[config.mk]
export PLATFORM = sky130hd
export DESIGN_NAME = key_value_line_tokenizer_unit
export DESIGN_NICKNAME = d
export VERILOG_FILES = /design/src/design/kvt_pkg.sv /design/src/design/key_value_line_tokenizer_unit.sv /design/src/design/kvt_front.sv /design/src/design/kvt_queue.sv /design/src/design/kvt_back.sv
export SDC_FILE = /design/constraint.sdc
export NUM_CORES = 1
export LEC_CHECK = 0
export BUFFER_PORTS_ARGS = -buffer_cell sky130_fd_sc_hd__clkbuf_2
export CAP_MARGIN = 20
export CORE_UTILIZATION = 35
export CTS_BUF_LIST = sky130_fd_sc_hd__clkbuf_4 sky130_fd_sc_hd__clkbuf_8
export CTS_CLUSTER_DIAMETER = 120
export DETAILED_ROUTE_END_ITERATION = 8
export PLACE_DENSITY = 0.49
export SLEW_MARGIN = 10
export SYNTH_ARGS = -nofsm -noshare
export SYNTH_HDL_FRONTEND = slang
export SYNTH_SLANG_ARGS = --single-unit
[constraint.sdc]
create_clock -name i_clk -period 11.1 [get_ports i_clk]
set_clock_uncertainty 0.2 [all_clocks]
set_input_delay 1.11 -clock i_clk [delete_from_list [all_inputs] [get_ports i_clk]]
set_output_delay 1.11 -clock i_clk [all_outputs]
set_load 0.03 [all_outputs]
[src/design/kvt_pkg.sv]
// ----------------------------------------------------------------------------
// kvt_pkg
// Shared types and constants of the key/value line tokenizer.
// ----------------------------------------------------------------------------
package kvt_pkg;

    typedef enum logic [2:0] {
        KIND_KEY   = 3'd0,
        KIND_VALUE = 3'd1,
        KIND_DONE  = 3'd2,
        KIND_DROP  = 3'd3,
        KIND_END   = 3'd4
    } t_kind;

    localparam logic [7:0] CH_HASH  = 8'h23;
    localparam logic [7:0] CH_EQ    = 8'h3D;
    localparam logic [7:0] CH_CR    = 8'h0D;
    localparam logic [7:0] CH_LF    = 8'h0A;
    localparam logic [7:0] CH_TAB   = 8'h09;
    localparam logic [7:0] CH_SPACE = 8'h20;

    localparam int RES_SLOTS   = 3;
    localparam int QUEUE_DEPTH = 2;

    typedef struct packed {
        t_kind       kind;
        logic [7:0]  text_byte;
        logic [3:0]  entry_number;
        logic [4:0]  entries_found;
    } t_result;

    typedef struct packed {
        t_result [RES_SLOTS-1:0] res;
        logic [1:0]              count;
    } t_bundle;

endpackage

[src/design/key_value_line_tokenizer_unit.sv]
// ----------------------------------------------------------------------------
// key_value_line_tokenizer_unit
// Tokenizer for key=value configuration text, one byte per item.
// ----------------------------------------------------------------------------
// A new byte is taken every cycle while the two-bundle queue between the
// classifying front and the output sequencer has room. Each byte yields zero
// to three results, and the output register hands out one result a cycle
// while the receiver is ready; a byte with no result pushes no bundle. An
// accepted byte's results pass through the queue and then the output
// register. There is no clearing pass after reset.
module key_value_line_tokenizer_unit #(
    parameter int MAX_ENTRIES = 16,
    parameter int KEY_STORE   = 32,
    parameter int VALUE_STORE = 64
) (
    input  logic       i_clk,
    input  logic       i_rst_n,
    input  logic       i_valid,
    output logic       o_ready,
    input  logic [7:0] i_data_byte,
    input  logic       i_last_byte,
    output logic       o_valid,
    input  logic       i_ready,
    output logic [2:0] o_kind,
    output logic [7:0] o_text_byte,
    output logic [3:0] o_entry_number,
    output logic [4:0] o_entries_found,
    output logic       o_run_end
);

    logic             push, pop, full, empty;
    kvt_pkg::t_bundle bundle, head;

    kvt_front #(
        .MAX_ENTRIES (MAX_ENTRIES),
        .KEY_STORE   (KEY_STORE),
        .VALUE_STORE (VALUE_STORE)
    ) u_front (
        .i_clk       (i_clk),
        .i_rst_n     (i_rst_n),
        .i_valid     (i_valid),
        .o_ready     (o_ready),
        .i_data_byte (i_data_byte),
        .i_last_byte (i_last_byte),
        .i_full      (full),
        .o_push      (push),
        .o_bundle    (bundle)
    );

    kvt_queue u_queue (
        .i_clk    (i_clk),
        .i_rst_n  (i_rst_n),
        .i_push   (push),
        .i_bundle (bundle),
        .i_pop    (pop),
        .o_full   (full),
        .o_empty  (empty),
        .o_head   (head)
    );

    kvt_back u_back (
        .i_clk           (i_clk),
        .i_rst_n         (i_rst_n),
        .i_empty         (empty),
        .i_head          (head),
        .o_pop           (pop),
        .o_valid         (o_valid),
        .i_ready         (i_ready),
        .o_kind          (o_kind),
        .o_text_byte     (o_text_byte),
        .o_entry_number  (o_entry_number),
        .o_entries_found (o_entries_found),
        .o_run_end       (o_run_end)
    );

endmodule

[src/design/kvt_front.sv]
// ----------------------------------------------------------------------------
// kvt_front
// Accepts text bytes, runs the line state machine and packs the results of
// one byte into a bundle for the queue.
// ----------------------------------------------------------------------------
module kvt_front #(
    parameter int MAX_ENTRIES = 16,
    parameter int KEY_STORE   = 32,
    parameter int VALUE_STORE = 64
) (
    input  logic             i_clk,
    input  logic             i_rst_n,
    input  logic             i_valid,
    output logic             o_ready,
    input  logic [7:0]       i_data_byte,
    input  logic             i_last_byte,
    input  logic             i_full,
    output logic             o_push,
    output kvt_pkg::t_bundle o_bundle
);

    localparam int KW = $clog2(KEY_STORE);
    localparam int VW = $clog2(VALUE_STORE);
    localparam int TW = $clog2(MAX_ENTRIES + 1);

    typedef enum logic [2:0] {
        PH_BETWEEN,
        PH_SKIP,
        PH_KEY,
        PH_VALUE,
        PH_DONE
    } t_phase;

    t_phase          r_phase, n_phase;
    logic [KW-1:0]   r_klen, n_klen, klen_cur;
    logic [VW-1:0]   r_vlen, n_vlen;
    logic [TW-1:0]   r_tot, n_tot, idx;
    logic [1:0]      w_cnt;
    kvt_pkg::t_result [kvt_pkg::RES_SLOTS-1:0] w_res;
    logic            key_go;
    logic            take;
    logic            blank;

    function automatic logic [3:0] ent4(input logic [TW-1:0] v);
        logic [TW+3:0] e;
        e = {4'b0, v};
        return e[3:0];
    endfunction

    function automatic logic [4:0] cnt5(input logic [TW-1:0] v);
        logic [TW+4:0] e;
        e = {5'b0, v};
        return e[4:0];
    endfunction

    function automatic kvt_pkg::t_result mk(input kvt_pkg::t_kind k, input logic [7:0] b,
                                            input logic [3:0] en, input logic [4:0] fo);
        kvt_pkg::t_result r;
        r.kind          = k;
        r.text_byte     = b;
        r.entry_number  = en;
        r.entries_found = fo;
        return r;
    endfunction

    assign take  = i_valid && o_ready;
    assign blank = (i_data_byte == kvt_pkg::CH_SPACE) || (i_data_byte == kvt_pkg::CH_TAB) ||
                   (i_data_byte == kvt_pkg::CH_CR) || (i_data_byte == kvt_pkg::CH_LF);

    always_comb begin
        n_phase  = r_phase;
        n_klen   = r_klen;
        n_vlen   = r_vlen;
        n_tot    = r_tot;
        w_cnt    = '0;
        w_res    = '0;
        key_go   = 1'b0;
        klen_cur = r_klen;
        idx      = r_tot;

        unique case (r_phase)
            PH_BETWEEN: begin
                if (blank) begin
                    n_phase = PH_BETWEEN;
                end else if (i_data_byte == kvt_pkg::CH_HASH) begin
                    n_phase = PH_SKIP;
                end else begin
                    n_phase  = PH_KEY;
                    key_go   = 1'b1;
                    klen_cur = '0;
                    n_klen   = '0;
                end
            end
            PH_SKIP: begin
                if (i_data_byte == kvt_pkg::CH_LF) begin
                    n_phase = PH_BETWEEN;
                end
            end
            PH_KEY: begin
                key_go = 1'b1;
            end
            PH_VALUE: begin
                if (i_data_byte == kvt_pkg::CH_LF || i_data_byte == kvt_pkg::CH_CR) begin
                    idx   = n_tot;
                    n_tot = n_tot + 1'b1;
                    w_res[w_cnt] = mk(kvt_pkg::KIND_DONE, 8'd0, ent4(idx), cnt5(n_tot));
                    w_cnt = w_cnt + 2'd1;
                    n_phase = (n_tot >= TW'(MAX_ENTRIES)) ? PH_DONE : PH_BETWEEN;
                end else begin
                    w_res[w_cnt] = mk(kvt_pkg::KIND_VALUE, i_data_byte, ent4(n_tot),
                                      cnt5(n_tot));
                    w_cnt  = w_cnt + 2'd1;
                    n_vlen = r_vlen + 1'b1;
                    if (n_vlen >= VW'(VALUE_STORE - 1)) begin
                        idx   = n_tot;
                        n_tot = n_tot + 1'b1;
                        w_res[w_cnt] = mk(kvt_pkg::KIND_DONE, 8'd0, ent4(idx), cnt5(n_tot));
                        w_cnt = w_cnt + 2'd1;
                        n_phase = (n_tot >= TW'(MAX_ENTRIES)) ? PH_DONE : PH_BETWEEN;
                    end
                end
            end
            PH_DONE: begin
                n_phase = PH_DONE;
            end
            default: begin
                n_phase = PH_BETWEEN;
            end
        endcase

        if (key_go) begin
            if (i_data_byte == kvt_pkg::CH_EQ) begin
                n_phase = PH_VALUE;
                n_vlen  = '0;
            end else if (i_data_byte == kvt_pkg::CH_LF) begin
                w_res[w_cnt] = mk(kvt_pkg::KIND_DROP, 8'd0, ent4(n_tot), cnt5(n_tot));
                w_cnt   = w_cnt + 2'd1;
                n_phase = PH_BETWEEN;
            end else if (klen_cur < KW'(KEY_STORE - 1)) begin
                w_res[w_cnt] = mk(kvt_pkg::KIND_KEY, i_data_byte, ent4(n_tot), cnt5(n_tot));
                w_cnt  = w_cnt + 2'd1;
                n_klen = klen_cur + 1'b1;
            end else begin
                w_res[w_cnt] = mk(kvt_pkg::KIND_DROP, 8'd0, ent4(n_tot), cnt5(n_tot));
                w_cnt   = w_cnt + 2'd1;
                n_phase = PH_SKIP;
            end
        end

        if (i_last_byte) begin
            if (n_phase == PH_KEY) begin
                w_res[w_cnt] = mk(kvt_pkg::KIND_DROP, 8'd0, ent4(n_tot), cnt5(n_tot));
                w_cnt = w_cnt + 2'd1;
            end else if (n_phase == PH_VALUE) begin
                idx   = n_tot;
                n_tot = n_tot + 1'b1;
                w_res[w_cnt] = mk(kvt_pkg::KIND_DONE, 8'd0, ent4(idx), cnt5(n_tot));
                w_cnt = w_cnt + 2'd1;
            end
            w_res[w_cnt] = mk(kvt_pkg::KIND_END, 8'd0, 4'd0, cnt5(n_tot));
            w_cnt   = w_cnt + 2'd1;
            n_phase = PH_BETWEEN;
            n_klen  = '0;
            n_vlen  = '0;
            n_tot   = '0;
        end
    end

    always_ff @(posedge i_clk) begin
        if (!i_rst_n) begin
            r_phase <= PH_BETWEEN;
            r_klen  <= '0;
            r_vlen  <= '0;
            r_tot   <= '0;
        end else if (take) begin
            r_phase <= n_phase;
            r_klen  <= n_klen;
            r_vlen  <= n_vlen;
            r_tot   <= n_tot;
        end
    end

    assign o_ready        = !i_full;
    assign o_push         = take && (w_cnt != 2'd0);
    assign o_bundle.res   = w_res;
    assign o_bundle.count = w_cnt;

endmodule

[src/design/kvt_queue.sv]
// ----------------------------------------------------------------------------
// kvt_queue
// Short queue of result bundles between the front and back parts.
// ----------------------------------------------------------------------------
module kvt_queue (
    input  logic             i_clk,
    input  logic             i_rst_n,
    input  logic             i_push,
    input  kvt_pkg::t_bundle i_bundle,
    input  logic             i_pop,
    output logic             o_full,
    output logic             o_empty,
    output kvt_pkg::t_bundle o_head
);

    localparam int DEPTH = kvt_pkg::QUEUE_DEPTH;
    localparam int AW    = (DEPTH > 1) ? $clog2(DEPTH) : 1;
    localparam int CW    = $clog2(DEPTH + 1);

    kvt_pkg::t_bundle r_mem [DEPTH];
    logic [AW-1:0]    r_wr, r_rd;
    logic [CW-1:0]    r_count;

    function automatic logic [AW-1:0] bump(input logic [AW-1:0] p);
        return (p == AW'(DEPTH - 1)) ? '0 : p + 1'b1;
    endfunction

    always_ff @(posedge i_clk) begin
        if (i_push) begin
            r_mem[r_wr] <= i_bundle;
        end
    end

    always_ff @(posedge i_clk) begin
        if (!i_rst_n) begin
            r_wr    <= '0;
            r_rd    <= '0;
            r_count <= '0;
        end else begin
            if (i_push) begin
                r_wr <= bump(r_wr);
            end
            if (i_pop) begin
                r_rd <= bump(r_rd);
            end
            if (i_push && !i_pop) begin
                r_count <= r_count + 1'b1;
            end else if (i_pop && !i_push) begin
                r_count <= r_count - 1'b1;
            end
        end
    end

    assign o_full  = (r_count == CW'(DEPTH));
    assign o_empty = (r_count == '0);
    assign o_head  = r_mem[r_rd];

endmodule

[src/design/kvt_back.sv]
// ----------------------------------------------------------------------------
// kvt_back
// Walks the results of the head bundle into the output register, one a cycle while the output is free.
// ----------------------------------------------------------------------------
module kvt_back (
    input  logic             i_clk,
    input  logic             i_rst_n,
    input  logic             i_empty,
    input  kvt_pkg::t_bundle i_head,
    output logic             o_pop,
    output logic             o_valid,
    input  logic             i_ready,
    output logic [2:0]       o_kind,
    output logic [7:0]       o_text_byte,
    output logic [3:0]       o_entry_number,
    output logic [4:0]       o_entries_found,
    output logic             o_run_end
);

    logic             r_valid;
    logic [1:0]       r_slot;
    kvt_pkg::t_result r_res;
    logic             r_run_end;
    logic             load;
    logic             at_last;

    assign load    = !i_empty && (!r_valid || i_ready);
    assign at_last = (r_slot == (i_head.count - 2'd1));
    assign o_pop   = load && at_last;

    always_ff @(posedge i_clk) begin
        if (!i_rst_n) begin
            r_valid <= 1'b0;
            r_slot  <= '0;
        end else if (load) begin
            r_valid <= 1'b1;
            r_slot  <= at_last ? 2'd0 : r_slot + 2'd1;
        end else if (i_ready) begin
            r_valid <= 1'b0;
        end
    end

    always_ff @(posedge i_clk) begin
        if (load) begin
            r_res     <= i_head.res[r_slot];
            r_run_end <= at_last;
        end
    end

    assign o_valid         = r_valid;
    assign o_kind          = r_res.kind;
    assign o_text_byte     = r_res.text_byte;
    assign o_entry_number  = r_res.entry_number;
    assign o_entries_found = r_res.entries_found;
    assign o_run_end       = r_run_end;

endmodule

Yosys cells after proc, flatten, opt, wreduce, memory -nomap -nowiden

Memory sizes are Yosys's and may differ from the RTL's. A register that Yosys moved wholly into a read port is not among the register bits.
Cells that the tools add are included.

Register bits: 47
RAM bits: 124
Input bits: 13
Output and inout bits: 23
Logic and storage cells: 156
Memories kept: 1

Memories:

| memory        | depth | bits a word | read ports | clocked after memory_dff | wr ports | line            | RTL |
|---|---|---|---|---|---|---|---|
| u_queue.r_mem | 2     | 62          | 1          | 1                        | 1        | kvt_queue.sv:20 | `kvt_pkg::t_bundle r_mem [DEPTH];` |

$add $sub $neg: 13
Order comparisons: 10
Eq/ne operators: 14
Mux-type cells: 80
Reductions and logical operators: 24

Operators with widths:

| cell                                                              | number |
|---|---|
| two-way mux 60 bit                                                | 8 |
| bitwise mux 60 bit                                                | 5 |
| demux 20 bit (select 2 bit)                                       | 3 |
| two-way mux 20 bit                                                | 4 |
| two-way mux 5 bit                                                 | 15 |
| two-way mux 19 bit                                                | 3 |
| binary-select mux 20 bit (select 2 bit)                           | 1 |
| two-way mux 40 bit                                                | 1 |
| two-way mux 3 bit                                                 | 10 |
| two-way mux 6 bit                                                 | 5 |
| two-way mux 2 bit                                                 | 13 |
| == test 8 x 4 -> 1 bit, second input constant                     | 3 |
| == test 8 x 6 -> 1 bit, second input constant                     | 3 |
| adder 5 x 1 -> 5 bit, second input constant                       | 3 |
| case mux 3 bit (5 select lines)                                   | 1 |
| == test 3 x 2 -> 1 bit, second input constant                     | 4 |
| less-than comparator 2 x 3 -> 1 bit, second input constant        | 4 |
| adder 2 x 1 -> 2 bit, second input constant                       | 5 |
| two-way mux 1 bit                                                 | 10 |
| logical AND 1 bit                                                 | 9 |
| adder 6 x 1 -> 6 bit, second input constant                       | 1 |
| greater-or-equal comparator 2 x 1 -> 1 bit, second input constant | 3 |
| greater-or-equal comparator 6 bit, second input constant          | 1 |
| nonzero test 2 bit                                                | 3 |
| 13 further kinds                                                  | 23 |

Longest topological paths before layout

Depth after elaboration: 23
Mapped depth: 19
Mapped depth without buffers: 19

Modules after synthesis

Synthesis repeated with hierarchy kept, for this count alone.

Cell total of the unflattened synthesis: 850
Area total of the unflattened synthesis: 9450.3 µm²

Modules (own cells, without submodules):

| module    | instances | cells an instance | area an instance (µm²) | sequential area each (µm²) |
|---|---|---|---|---|
| kvt_queue | 1         | 215               | 4713.3                 | 3823.7 |
| kvt_front | 1         | 525               | 3515.9                 | 380.4 |
| kvt_back  | 1         | 110               | 1221.2                 | 690.7 |

Least setup slack after synthesis

OpenSTA, ideal clock, no wires.

Kind: input to register
From: input port i_data_byte[1]
To: memory u_queue.r_mem[0][0] (netlist bit), enable pin
Library setup time: 0.491 ns
Arrival: 6.416 ns
Data required time: 10.409 ns
Path slack: 3.993 ns
Cell stages on the path: 12
Buffers on the path: 1
Path through: buf_4 > and3b_1 > o211a_1 > o21ai_0 > ha_1 > a21oi_1 > ha_1 > a21o_1 > ha_1 > nand2_1 > o21a_1 > nor2b_1

Word-level cells in the longest chain between the ends: 21
Elaborated cells on any way between the ends: 43
Those cells by class: add/sub: 3; order compare: 1; eq/ne: 8; mux: 25; reduce/logical: 6

Ends and longest elaborated chain:

| what                                                             | line                                | RTL |
|---|---|---|
| start: declaration                                               | key_value_line_tokenizer_unit.sv:20 | `input logic [7:0] i_data_byte,` |
| == test 8 x 6 -> 1 bit or == test 8 x 4 -> 1 bit (tied branches) | kvt_front.sv:67                     | `assign blank = (i_data_byte == kvt_pkg::CH_SPACE) \|\| (i_data_byte == kvt_pkg::CH_TAB) \|\|` |
| logical OR 1 bit (2 in series)                                   | kvt_front.sv:67                     |  |
| logical OR 1 bit                                                 | kvt_front.sv:68                     | `(i_data_byte == kvt_pkg::CH_CR) \|\| (i_data_byte == kvt_pkg::CH_LF);` |
| two-way mux 5 bit                                                | kvt_front.sv:83                     | `if (blank) begin` |
| two-way mux 5 bit                                                | kvt_front.sv:81                     | `unique case (r_phase)` |
| less-than comparator 5 bit                                       | kvt_front.sv:139                    | `end else if (klen_cur < KW'(KEY_STORE - 1)) begin` |
| two-way mux 3 bit                                                | kvt_front.sv:139                    |  |
| two-way mux 3 bit                                                | kvt_front.sv:135                    | `end else if (i_data_byte == kvt_pkg::CH_LF) begin` |
| (+5 left out)                                                    | -                                   |  |
| two-way mux 2 bit                                                | kvt_front.sv:150                    | `if (i_last_byte) begin` |
| adder 2 x 1 -> 2 bit                                             | kvt_front.sv:161                    | `w_cnt = w_cnt + 2'd1;` |
| two-way mux 2 bit (*)                                            | kvt_front.sv:150                    |  |
| nonzero test 2 bit (*)                                           | kvt_front.sv:184                    | `assign o_push = take && (w_cnt != 2'd0);` |
| logical AND 1 bit (*)                                            | kvt_front.sv:184                    |  |
| via push                                                         | key_value_line_tokenizer_unit.sv:31 | `logic push, pop, full, empty;` |
| two-way mux 1 bit (*)                                            | kvt_queue.sv:29                     | `if (i_push) begin` |
| two-way mux 1 bit (not written as such) (*)                      | kvt_queue.sv:30                     | `r_mem[r_wr] <= i_bundle;` |
| end: declaration                                                 | kvt_queue.sv:20                     |  |

The timed path passes the listed nets; every way through them passes the cells marked *. The select of a mux whose other input is x is not followed.

Worst setup path in the final report

From: input port i_data_byte[0]
To: memory u_queue.r_mem[0][29] (netlist bit), enable pin

The elaborated chain is that of the path after synthesis.

==> flow_summary.yaml <==
setup_path:
  worst_ep_required_time_ps: 11010
  startpoint_type: "primary input"
  crit_arrival_ps: 5510
  reg2reg_from: "u_front.r_vlen[1]$_SDFFE_PN0P_"
  reg2regPathDepth: 14
  r2r_slack_ps: 5780
  path_max_fanout: 52
  worstSetupStartpoint: "i_data_byte[0]"
  critical_path_class: "in2reg"
  worst_setup_path_end_kind: "register"
floorplan:
  dieArea_sq_um: 26450
  num_rows: 58
  die_y_microns: 162.6
  coreArea_sq_um: 25250
  initial_core_util: 0.3576
  boundaryPins: 36
  die_w_microns: 162.6
sta:
  layout_setup_ws_ps: 5497
  setup_violations: 0
  holdWs_ps: 304.4
  min_period_over_period: 0.5048
  tightest_slew_ps: 1027
  post-route-min-period_ps: 5603
  rsz0062_at_grt: "no"
  relSlewSlack: 0.3143
  drv_slew: 0
  tns_ps: 0
  hold_viol: 0
  clock.fmax_mhz: 178.5
route:
  wl_per_cell_microns: 20.71
  vias: 6374
  drtIter0Drc: 582
  drt_first_pass_iters: 5
  drc: 0
  wirelength_mm: 23.57
  ant_nets: 0
  via_per_inst: 5.601
cts:
  cts_buffer_depth: 2
  postCtsSetupBuffers: 0
  htreeDepth: 4
  cts_root_buf: "clkbuf_8"
  cts.sinks: 172
  cts_resized: 0
  postCtsHoldBufs: 0
  cts_tree: "yes"
  numCtsBuffers: 17
  clk_pin_slew_worst_paths_ps: 110
  insertion_delay_ps: 480
synth:
  synth_fp_nets: 806
  synth_ff_type: "edfxtp_1"
  ys_ff_latch: 172
  syn_area_per_cell_sq_um: 11.64
  ys_seq_area_frac: 0.5421
  synthCells: 776
  async_flop_share: 0
  synth_warnings: 0
  netlist_area_sq_um: 9030
  synth.distinct_cells: 87
  synth_edf_count: 145
job:
  maxCapViolCount: 0
global_route:
  grt_max_degree: 53
  grt_pass1_vias: 6241
  grtUsageMet3: 0.02801
  grt_usage: 0.1847
  gr-max-usage-layer: "met2"
  use_met1: 0.2613
  grt-ovfl-total: 0
  antenna_found_initial: 0
  gr-usage-met2: 0.2892
  grt_pass1_wl_mm: 36.92
run_status:
  outcome: "finished, final reports clean"
cells_and_area:
  final_cells: 1138
  nNetsFinal: 825
  layout-drive-gt1-share: 0.1671
  synthToLayoutAreaGrowth_pct: 10.17
  antenna_cells: 0
power_and_ir_drop:
  power_density_nw_per_um2: 194.5
  power_mw: 1.935
  ir_drop_uv: 101.1
  p_leak_nw: 3.364
place:
  routabilityCongestion: 0.8942
  io_buffer_count: 35
  hpwl_mm: 16.34
  dp.cells: 1106
  dp_slack_ps: 5019
hold_path:
  min_path_cells: 2
  min-delay-start: "u_front.r_vlen[5]$_SDFFE_PN0P_"
  min_path_type: "reg2reg"
-- power breakdown --
part | switching, mW | internal [mW]
Clock | 0.292 | 0.179
Sequential | 0.0323 | 0.854
Combinational | 0.369 | 0.209
Total | 0.694 | 1.24
-- per-stage QoR --
| stage | utilization | instance area [sq um] |
|---|---|---|
| floorplan | - | 9030 |
| global placement | 0.3766 | 9512 |
| detailed placement | 0.3766 | 9512 |
| CTS | 0.3939 | 9948 |
| global route | 0.3939 | 9948 |
| finish | 0.3939 | 9948 |
-- logic make-up (layout without fill, tap and decap cells) --
kind of cell / count (synthesis) / in the layout / share of synthesized area
AND/OR/NAND/NOR: 234 / 234 / 0.1376
AO/OA/AOI/OAI: 206 / 206 / 0.1621
flip-flops: 172 / 172 / 0.5421
buffers and inverters: 84 / 116 / 0.03686
multiplexers: 45 / 45 / 0.07787
XOR/XNOR: 18 / 18 / 0.01995
adder cells (fa/ha/maj): 17 / 17 / 0.02356
-- path summary, 6_finish.rpt --
path / end
max: u_queue.r_mem[0][29]$_DFFE_PP_
min reg2reg: u_front.r_vlen[5]$_SDFFE_PN0P_
max reg2reg: u_queue.r_mem[0][29]$_DFFE_PP_
min: u_front.r_vlen[5]$_SDFFE_PN0P_
-- cells in the final DEF, fill, tap and decap left out, drive strengths merged, types with 4 or more instances in the layout --
cell type	Yosys	layout
o22ai	26	26
nand2b	6	6
clkbuf	31	52
nand3	18	18
mux2i	23	23
a21oi	38	38
nor4	4	4
xor2	6	6
clkinv	2	8
nor2	43	43
xnor2	12	12
a22oi	26	26
dfxtp	27	27
ha	17	17
nor3	10	10
a31oi	15	15
nor2b	21	21
edfxtp	145	145
and3	5	5
o21bai	4	4
nand3b	4	4
and2	36	36
a211oi	6	6
o211ai	5	5
nand2	62	62
a21boi	8	8
and3b	4	4
mux4	20	20
inv	39	47
or3	5	5
nand4b	4	4
buf	12	8
a221oi	5	5
o21ai	41	41
o21a	4	4
-- metal layers --
metal,up-vias,wire [microns]
met2,161,10900
li1,2980,-
met4,0,380
met1,3207,11120
met5,-,0
met3,26,1167
-- synthesized netlist by cell type, drive strengths merged (5+ instances only) --
cell,n,area (sq um)
nand2,62,235.2
dfxtp,27,540.5
a21oi,38,209.0
nand2b,6,37.54
nand3,18,100.1
xor2,6,60.06
mux4,20,450.4
nor2b,21,131.4
a21boi,8,60.05
clkbuf,31,116.4
buf,12,62.56
o22ai,26,175.2
o21ai,41,205.2
or3,5,41.29
and3,5,31.28
nor2,43,166.4
mux2i,23,230.2
ha,17,212.7
xnor2,12,120.1
and2,36,226.5
a211oi,6,55.05
a22oi,26,209.0
a31oi,15,108.9
inv,39,146.4
o211ai,5,42.54
a221oi,5,50.04
nor3,10,55.05
edfxtp,145,4354
-- registers in the layout, summed over array words and instances, names as in the netlist, 3 cells and up, named ones only --
name	cells
u_front.r_vlen	6
u_back.o_entry_number	4
u_back.o_text_byte	8
u_back.o_kind	3
u_front.r_klen	5
u_front.r_phase	3
u_queue.r_mem	124
u_front.r_tot	5
u_back.o_entries_found	5
-- worst max-delay path: stages --
cell and delay (ps):
clkbuf_2 170, nor4b_1 340, a21oi_1 150, o311ai_2 850, nand2_1 750, a21o_1 410, ha_1 300, nand2_1 80
o21a_1 230, nor2b_4 410, buf_4 650
-- layout make-up --
type                       instances  area (sq um)
tap                              330         412.9
inverter                          41         153.9
clock inverter                    15         202.7
clock buffer                      17         234.0
sequential                       172          4896
fill                            2488         15310
multi-input combinational        520          3814
timing repair buffer              43         235.2
Note: power is estimated with default switching activity, not from simulation.
